## src/rtl/ldtr_pkg.sv

```systemverilog
// Package for the LFSR decryptor with tap recovery: payload structs, tap table,
// register indexes, reset values and the LFSR step function.
// No dependencies; used by the top level and its checker.
`default_nettype none

package ldtr_pkg;

	localparam int TAP_TABLE_LEN = 9;
	localparam int NUM_TAP_SETS_DEF = 9;

	localparam logic [6:0] TAP_TABLE [TAP_TABLE_LEN] = '{
		7'b1100000, 7'b1001000, 7'b1111000, 7'b1110010, 7'b1101010,
		7'b1101001, 7'b1011100, 7'b1111110, 7'b1111011
	};

	localparam logic [7:0] ERR_CODE = 8'h80;

	localparam logic [5:0] PAD_LEN_RESET = 6'd15;
	localparam logic [6:0] PAD_CHAR_RESET = 7'd32;

	typedef enum logic {
		CFG_PADDING_LENGTH = 1'b0,
		CFG_PADDING_CHAR   = 1'b1
	} cfg_index_t;

	typedef struct packed {
		logic [7:0] enc_byte;
		logic       first;
	} item_t;

	typedef struct packed {
		logic [7:0] plain_byte;
		logic       parity_error;
		logic       no_taps_found;
	} result_t;

	// One shift: the new low bit is the parity of the tapped bits.
	function automatic logic [6:0] lfsr_step(input logic [6:0] lfsr, input logic [6:0] taps);
		return {lfsr[5:0], ^(lfsr & taps)};
	endfunction

endpackage

`default_nettype wire

```

## src/rtl/lfsr_decrypt_with_tap_recovery.sv

```systemverilog
// An accepted item is held in the input register; for a byte past the padding
// its result is then written to the output register, padding bytes give none.
// One item per cycle while not stalled: all message state is updated in one
// register stage from the input register, and a held, stalled result stalls
// a byte to emit. Reset (arst_n low, asynchronous) resets all control and
// message state and loads a padding length of 15 and a padding character of 32.
`default_nettype none

module lfsr_decrypt_with_tap_recovery #(
	parameter int NUM_TAP_SETS = ldtr_pkg::NUM_TAP_SETS_DEF
) (
	input  wire logic                  clk,
	input  wire logic                  arst_n,
	input  wire logic                  item_valid,
	output logic                       item_stall,
	input  wire ldtr_pkg::item_t       item,
	output logic                       result_valid,
	input  wire logic                  result_stall,
	output ldtr_pkg::result_t          result,
	input  wire logic                  cfg_we,
	input  wire ldtr_pkg::cfg_index_t  cfg_index,
	input  wire logic [6:0]            cfg_wdata
);

	// Configuration registers.
	logic [5:0] pad_len_q;
	logic [6:0] pad_char_q;

	// Input register.
	logic            valid_s1;
	ldtr_pkg::item_t item_s1;

	// Message state.
	logic [6:0]              cand_q [NUM_TAP_SETS];
	logic [NUM_TAP_SETS-1:0] alive_q;
	logic [5:0]              byte_cnt_q;
	logic [6:0]              taps_q;
	logic [6:0]              chosen_q;
	logic                    in_msg_q;
	logic                    no_match_q;
	logic                    locked_q;

	// Output register.
	logic              result_valid_q;
	ldtr_pkg::result_t result_q;

	// Combinational view of the state after an optional message restart.
	logic [6:0]              cipher;
	logic [6:0]              seed;
	logic [6:0]              e_cand [NUM_TAP_SETS];
	logic [NUM_TAP_SETS-1:0] e_alive;
	logic [5:0]              e_byte_cnt;
	logic [6:0]              e_taps;
	logic [6:0]              e_chosen;
	logic                    e_in_msg;
	logic                    e_locked;

	logic                    padding_step;
	logic                    emit;
	logic [NUM_TAP_SETS-1:0] n_alive;
	logic [6:0]              n_cand [NUM_TAP_SETS];
	logic [5:0]              n_byte_cnt;
	logic                    lock_now;
	logic [6:0]              shifted;
	logic                    sel_found;
	logic [6:0]              sel_taps;
	logic [6:0]              sel_lfsr;
	logic                    perr;
	logic                    advance;
	logic                    fire_s1;

	always_comb begin
		cipher = item_s1.enc_byte[6:0];
		seed = cipher ^ pad_char_q;
		for (int i = 0; i < NUM_TAP_SETS; i++) begin
			e_cand[i] = item_s1.first ? seed : cand_q[i];
		end
		e_alive = item_s1.first ? {NUM_TAP_SETS{1'b1}} : alive_q;
		e_byte_cnt = item_s1.first ? 6'd0 : byte_cnt_q;
		e_taps = item_s1.first ? 7'd0 : taps_q;
		e_chosen = item_s1.first ? seed : chosen_q;
		e_in_msg = item_s1.first | in_msg_q;
		e_locked = item_s1.first ? 1'b0 : locked_q;

		padding_step = e_in_msg & ~e_locked;
		emit = e_in_msg & e_locked;

		// A live candidate survives a padding byte only if its keystream matches.
		for (int i = 0; i < NUM_TAP_SETS; i++) begin
			n_alive[i] = e_alive[i] & ((pad_char_q ^ e_cand[i]) == cipher);
			n_cand[i] = n_alive[i] ? ldtr_pkg::lfsr_step(e_cand[i], ldtr_pkg::TAP_TABLE[i])
				: e_cand[i];
		end

		n_byte_cnt = e_byte_cnt + 6'd1;
		lock_now = (n_byte_cnt == 6'd0) || (n_byte_cnt >= pad_len_q);
		shifted = {e_chosen[5:0], 1'b0};

		// Lowest-numbered survivor wins, so scan from the top down.
		sel_found = 1'b0;
		sel_taps = 7'd0;
		sel_lfsr = shifted;
		for (int i = NUM_TAP_SETS - 1; i >= 0; i--) begin
			if (n_alive[i]) begin
				sel_found = 1'b1;
				sel_taps = ldtr_pkg::TAP_TABLE[i];
				sel_lfsr = n_cand[i];
			end
		end

		perr = item_s1.enc_byte[7] != (^cipher);
	end

	assign advance = ~(emit & result_valid_q & result_stall);
	assign fire_s1 = valid_s1 & advance;
	assign item_stall = valid_s1 & ~advance;

	always_ff @(posedge clk or negedge arst_n) begin
		if (!arst_n) begin
			pad_len_q <= ldtr_pkg::PAD_LEN_RESET;
			pad_char_q <= ldtr_pkg::PAD_CHAR_RESET;
		end else if (cfg_we) begin
			unique case (cfg_index)
				ldtr_pkg::CFG_PADDING_LENGTH: pad_len_q <= cfg_wdata[5:0];
				ldtr_pkg::CFG_PADDING_CHAR:   pad_char_q <= cfg_wdata;
				default: ;
			endcase
		end
	end

	always_ff @(posedge clk or negedge arst_n) begin
		if (!arst_n) begin
			valid_s1 <= 1'b0;
		end else if (!item_stall) begin
			valid_s1 <= item_valid;
		end
	end

	always_ff @(posedge clk) begin
		if (item_valid && !item_stall) begin
			item_s1 <= item;
		end
	end

	always_ff @(posedge clk or negedge arst_n) begin
		if (!arst_n) begin
			for (int i = 0; i < NUM_TAP_SETS; i++) begin
				cand_q[i] <= 7'd0;
			end
			alive_q <= {NUM_TAP_SETS{1'b1}};
			byte_cnt_q <= 6'd0;
			taps_q <= 7'd0;
			chosen_q <= 7'd0;
			in_msg_q <= 1'b0;
			no_match_q <= 1'b0;
			locked_q <= 1'b0;
		end else if (fire_s1) begin
			if (padding_step) begin
				cand_q <= n_cand;
				alive_q <= n_alive;
				byte_cnt_q <= n_byte_cnt;
				in_msg_q <= 1'b1;
				locked_q <= lock_now;
				if (lock_now) begin
					taps_q <= sel_taps;
					chosen_q <= sel_lfsr;
					no_match_q <= ~sel_found;
				end else begin
					taps_q <= 7'd0;
					chosen_q <= shifted;
					no_match_q <= 1'b0;
				end
			end else if (emit) begin
				chosen_q <= ldtr_pkg::lfsr_step(e_chosen, e_taps);
			end
		end
	end

	always_ff @(posedge clk or negedge arst_n) begin
		if (!arst_n) begin
			result_valid_q <= 1'b0;
		end else if (fire_s1 && emit) begin
			result_valid_q <= 1'b1;
		end else if (!result_stall) begin
			result_valid_q <= 1'b0;
		end
	end

	always_ff @(posedge clk) begin
		if (fire_s1 && emit) begin
			result_q.plain_byte <= perr ? ldtr_pkg::ERR_CODE : {1'b0, cipher ^ e_chosen};
			result_q.parity_error <= perr;
			result_q.no_taps_found <= no_match_q;
		end
	end

	assign result_valid = result_valid_q;
	assign result = result_q;

endmodule

`default_nettype wire

```

## config.mk

```make
export PLATFORM = sky130hd
export DESIGN_NAME = lfsr_decrypt_with_tap_recovery
export DESIGN_NICKNAME = d
export VERILOG_FILES = /design/src/rtl/ldtr_pkg.sv /design/src/rtl/lfsr_decrypt_with_tap_recovery.sv
export SDC_FILE = /design/constraint.sdc
export NUM_CORES = 1
export LEC_CHECK = 0
export ABC_AREA = 0
export BUFFER_PORTS_ARGS = -buffer_cell sky130_fd_sc_hd__clkbuf_2
export CORE_UTILIZATION = 55
export CTS_CLUSTER_DIAMETER = 80
export DETAILED_ROUTE_END_ITERATION = 10
export PLACE_DENSITY = 0.77
export SYNTH_ARGS = -nofsm -noshare
export SYNTH_HDL_FRONTEND = slang
export SYNTH_SLANG_ARGS = --single-unit
```

## constraint.sdc

```tcl
create_clock -name clk -period 6.98 [get_ports clk]
set_input_delay 1.047 -clock clk [delete_from_list [all_inputs] [get_ports clk]]
set_output_delay 1.047 -clock clk [all_outputs]
set_load 0.005 [all_outputs]
```

[Word-level counts from Yosys, hierarchy flattened]
Index checks and enable logic that the tools add are counted.
Operators by class
  add/subtract/negate cells: 1
  order comparisons: 1
  equal/unequal tests: 11
  multiplexer cells: 58
  bitwise logic cells: 32
  reductions and logical operators: 21
Operators with widths (number)
  7-bit two-way mux: 42
  7-bit parity: 11
  7-bit XOR: 11
  7-bit == test: 9
  1-bit AND: 15
  1-bit two-way mux: 13
  9-bit two-way mux: 1
  8-bit two-way mux: 1
  2-bit AND reduction: 4
  7-bit AND: 1
  6-bit by 1-bit adder with 6-bit output, second input constant: 1
  6-bit greater-or-equal comparator: 1
  6-bit zero test: 1
  6-bit two-way mux: 1
  1-bit NOT: 4
  1-bit logical AND: 2
  2-bit by 1-bit != test with 1-bit output, second input constant: 1
  2-bit nonzero test: 1
  1-bit zero test: 1
  1-bit logical OR: 1
  1-bit != test: 1
  1-bit OR: 1
Storage, ports and cells
  register bits after elaboration: 129
  input bits: 22
  logic and storage cells: 150

[Depth between registers and ports, before layout]
  depth in word-level cells: 17
  mapped depth: 19

[Worst setup path after synthesis]
OpenSTA, ideal clock, no wires.
  path type: register -> register
  from: register item_s1[0] in the netlist's numbering
  to: register chosen_q[5]
  setup time: 0.124 ns
  arrival: 4.176 ns
  data required time: 6.856 ns
  path slack: 2.680 ns
  cell stages (with the launch flop): 18
  path buffers: 6
  path through: edfxtp_1 buf_1 clkbuf_1 buf_1 clkbuf_1 clkbuf_1 clkbuf_1 nor2b_1 ha_1 ha_1 a21o_1 a21o_1 a21o_1 a31oi_1 nor2_1 mux2i_1 a221oi_1 a211o_1
Between the ends
  elaborated cells on any way between the ends: 75
  classes of those cells: add/sub: 1; order compare: 1; eq/ne: 9; mux: 34; bitwise: 26; reduce/logical: 4
RTL lines
  start, declared: RTL line lfsr_decrypt_with_tap_recovery.sv:31  | ldtr_pkg::item_t item_s1;
  start signal, assigned: RTL line lfsr_decrypt_with_tap_recovery.sv:141  | item_s1 <= item;
  6-bit two-way mux (*): RTL line lfsr_decrypt_with_tap_recovery.sv:79  | e_byte_cnt = item_s1.first ? 6'd0 : byte_cnt_q;
  6-bit by 1-bit adder with 6-bit output (*): RTL line lfsr_decrypt_with_tap_recovery.sv:95  | n_byte_cnt = e_byte_cnt + 6'd1;
  named net n_byte_cnt[1]: RTL line lfsr_decrypt_with_tap_recovery.sv:62  | logic [5:0] n_byte_cnt;
  6-bit greater-or-equal comparator / 6-bit zero test (equally long branches): RTL line lfsr_decrypt_with_tap_recovery.sv:96  | lock_now = (n_byte_cnt == 6'd0) || (n_byte_cnt >= pad_len_q);
  1-bit logical OR (*): RTL line lfsr_decrypt_with_tap_recovery.sv:96
  7-bit two-way mux (*): RTL line lfsr_decrypt_with_tap_recovery.sv:164  | if (lock_now) begin
  7-bit two-way mux (*): RTL line lfsr_decrypt_with_tap_recovery.sv:158  | if (padding_step) begin
  end signal, assigned: RTL line lfsr_decrypt_with_tap_recovery.sv:166  | chosen_q <= sel_lfsr;
  end signal, assigned: RTL line lfsr_decrypt_with_tap_recovery.sv:170  | chosen_q <= shifted;
  end signal, assigned: RTL line lfsr_decrypt_with_tap_recovery.sv:174  | chosen_q <= ldtr_pkg::lfsr_step(e_chosen, e_taps);
  end, declared: RTL line lfsr_decrypt_with_tap_recovery.sv:38  | logic [6:0] chosen_q;
Mark *: on every way through the listed nets, which the timed path passes. The rest lies on a longest branch. The select of a mux whose other input is x is not followed.
A chain may end at the register's enable or synchronous reset.

[Worst setup path in the final report]
  from: register item_s1 (netlist bit cipher[2])
  to: register cand_q[35] in the netlist's numbering
Between the ends
  cells in the longest elaborated chain, start to end: 6
RTL lines
  7-bit XOR: RTL line lfsr_decrypt_with_tap_recovery.sv:74  | seed = cipher ^ pad_char_q;
  7-bit two-way mux: RTL line lfsr_decrypt_with_tap_recovery.sv:76  | e_cand[i] = item_s1.first ? seed : cand_q[i];
  7-bit XOR: RTL line lfsr_decrypt_with_tap_recovery.sv:90  | n_alive[i] = e_alive[i] & ((pad_char_q ^ e_cand[i]) == cipher);
  7-bit == test (*): RTL line lfsr_decrypt_with_tap_recovery.sv:90
  1-bit AND (*): RTL line lfsr_decrypt_with_tap_recovery.sv:90
  7-bit two-way mux (*): RTL line lfsr_decrypt_with_tap_recovery.sv:91  | n_cand[i] = n_alive[i] ? ldtr_pkg::lfsr_step(e_cand[i], ldtr_pkg::TAP_TABLE[i])
  end signal, assigned: RTL line lfsr_decrypt_with_tap_recovery.sv:159  | cand_q <= n_cand;
  end, declared: RTL line lfsr_decrypt_with_tap_recovery.sv:34  | logic [6:0] cand_q [NUM_TAP_SETS];
Every way passes the cells marked *; elsewhere a longest branch is shown, timed or not.

==> results.sh <==
export IMPL_dpl_hpwl_microns=18100
export IMPL_stdcell_area_sq_mm=0.00956
export IMPL_yosys_warnings=0
export IMPL_antenna_left=0
export IMPL_fin_setup_tns_ps=0
export IMPL_fillers=1258
export IMPL_arrival_ps=4000
export IMPL_yosysTopAreaCellShare=0.275
export IMPL_start_util=0.568
export IMPL_clk_path_buf_depth=2
export IMPL_fin_crit_ps=3690
export IMPL_worstMarginPinSlew_ps=942
export IMPL_synth_distinct_cells=69
export IMPL_drc=0
export IMPL_cts_tree="done"
export IMPL_fmax_ghz=0.271
export IMPL_grt_overflow_total=0
export IMPL_rsz0062_at_grt="false"
export IMPL_cts_setup_buffers=0
export IMPL_drv_slew=0
export IMPL_clk_pin_slew_ps=70
export IMPL_postLayoutCoreUtil=0.622
export IMPL_dp_cells=1112
export IMPL_p_per_area_mw_per_mm2=335
export IMPL_layout_common_cells="nand2_1, o21ai_0, dfrtp_1"
export IMPL_final_hold_viol_count=0
export IMPL_clk_latency_ps=440
export IMPL_nets=949
export IMPL_postCtsHoldBufs=0
export IMPL_final_setup_viol_count=0
export IMPL_synth_ff_type="dfrtp_1"
export IMPL_post_dp_cell_area_sq_mm=0.00900
export IMPL_synth_edf_count=18
export IMPL_die_w_microns=128
export IMPL_yosys_area_top_type="dfrtp_1"
export IMPL_core_sq_mm=0.0154
export IMPL_grt_usage=0.338
export IMPL_antenna_found_initial=1
export IMPL_cts_sinks=128
export IMPL_grt_max_degree=82
export IMPL_period_share=0.529
export IMPL_avgViaCountPerCell=6.45
export IMPL_grt_pass1_wl_microns=40600
export IMPL_fin_skew_ps=15.8
export IMPL_synth_async_reset_ratio=0.859
export IMPL_syn_avg_cell_area_sq_um=9.55
export IMPL_cp_max_fo=12
export IMPL_worstSetupPathType="reg2reg"
export IMPL_synth_cells=914
export IMPL_ys_seq_area_frac=0.379
export IMPL_maxSlewHeadroom=0.371
export IMPL_drt_initial_drc_count=1008
export IMPL_status="complete, no violations"
export IMPL_gp_congestion=0.944
export IMPL_root_buffer="clkbuf_16"
export IMPL_via_count=7385
export IMPL_dr_pass1_iters=6
export IMPL_crit_path_end_kind="flop"
export IMPL_startpoint_type="flop"
export IMPL_cts_resized=0
export IMPL_area_growth_pct=9.50
export IMPL_synth_fp_nets=943
export IMPL_crit_required_ps=7290
export IMPL_wirelength_microns=26400
export IMPL_fp_dieH_microns=128
export IMPL_synth_area_leaders="dfrtp_1, xnor3_1, o21ai_0"
export IMPL_htree_levels=4
export IMPL_drive_above_1_share=0.133
export IMPL_final_common_cell="nand2_1"
export IMPL_port_buffers=33
export IMPL_final_cells=1145
export IMPL_hold_path_class="reg2reg"
export IMPL_die_area_sq_mm=0.0164
export IMPL_max_cap_violations=0
export IMPL_leakagePower_nw=4.22
export IMPL_grt_pass1_vias=7015
export IMPL_numCtsBuffers=17
export IMPL_synth_seq_cells=128
export IMPL_io_pins=34
export IMPL_routedWlPerCell_microns=23.0
export IMPL_irDropWorstVdd_mv=0.222
export IMPL_rows=45
export IMPL_synthesis_area_sq_mm=0.00873
==> state kept, by name (all words and copies together) (netlist names), 2 cells and up <==
| register | flops |
|---|---|
| cand_q | 63 |
| byte_cnt_q | 6 |
| taps_q | 7 |
| result | 9 |
| chosen_q | 7 |
| item_s1 | 2 |
| pad_len_q | 6 |
| cipher | 7 |
| alive_q | 9 |
| pad_char_q | 7 |
==> report_power, final <==
| group | internal, mW | switching, mW |
|---|---|---|
| logic | 0.531 | 0.589 |
| clock network | 0.500 | 0.358 |
| registers | 0.936 | 0.287 |
==> synthesized netlist by cell type (all sizes together), types with 3 or more instances <==
master  instances
nor3            8
o22ai          23
o311ai          3
nor2b          10
o31ai           6
xnor2          54
xor2           32
or3             3
nand3          12
nor4            6
o211ai          7
dfstp          14
and3            4
mux2i           9
mux2           16
nand3b          4
nor2           57
inv            20
xnor3          45
a211oi          4
nand2         148
a22o            3
ha              7
o21a            3
o21ai         115
a21oi          52
and4            3
a31oi           4
o41ai           3
a32o            3
nand2b          7
a21o            8
a221o           3
edfxtp         18
nand4          13
clkbuf         37
buf            22
or2             5
dfrtp          96
==> cell type report <==
class	instances	area, sq um	area share
Multi-Input combinational cell	707	5080	0.532
Sequential cell	128	3310	0.346
Tap cell	211	264	0.0276
Clock inverter	12	113	0.0118
Antenna cell	1	2.50	0.000262
Inverter	20	75.1	0.00785
Timing Repair Buffer	46	265	0.0277
Clock buffer	20	447	0.0467
==> worst max-delay path, stage by stage (launching register included) <==
cell and delay (ps):
edfxtp_1 690, xnor2_1 730, xnor2_1 170, nor4_2 780, nor2_1 300, inv_1 230, nand2_1 270, mux2_2 370
==> layer usage <==
| metal | share of wire | routed length [microns] | track usage | vias up |
|---|---|---|---|---|
| met1 | 0.41 | 10900 | 0.462 | 3571 |
| met2 | 0.45 | 11700 | 0.513 | 454 |
| met5 | 0 | 0 | 0 | - |
| li1 | - | - | - | 3273 |
| met4 | 0.037 | 983 | 0.149 | 0 |
| met3 | 0.11 | 2770 | 0.0785 | 87 |
==> metrics by stage <==
stage          setup slack, ps  hold slack (ps)  total power [mW]
2_1_floorplan             2680              425              1.96
3_3_place_gp              3520              450              2.29
3_5_place_dp              3440              454              2.30
4_1_cts                   3410              461              3.16
5_1_grt                   3160              480              3.34
6_report                  3290              461              3.20
==> cell families after synthesis <==
group	share of synthesized area
AOI/OAI and AO/OA	0.180
DFF	0.379
adders and majority gates	0.0100
and+or+nand+nor	0.148
xor gates and xnor gates	0.210
muxes	0.0310
buffers and inverters	0.0416
==> final timing paths <==
check | depth (start not counted) | startpoint | slack (ps) | end
max reg2reg | 7 | cipher[2] | 3290 | cand_q[35]
max in group asynchronous | 2 | arst_n | 5040 | cand_q[62]
min in group asynchronous | 1 | arst_n | 600 | cand_q[11]
max | 7 | cipher[2] | 3290 | cand_q[35]
min | 0 | no_match_q | 460 | result[0]
min reg2reg | 0 | no_match_q | 460 | result[0]
(Power assumes the default switching activity.)
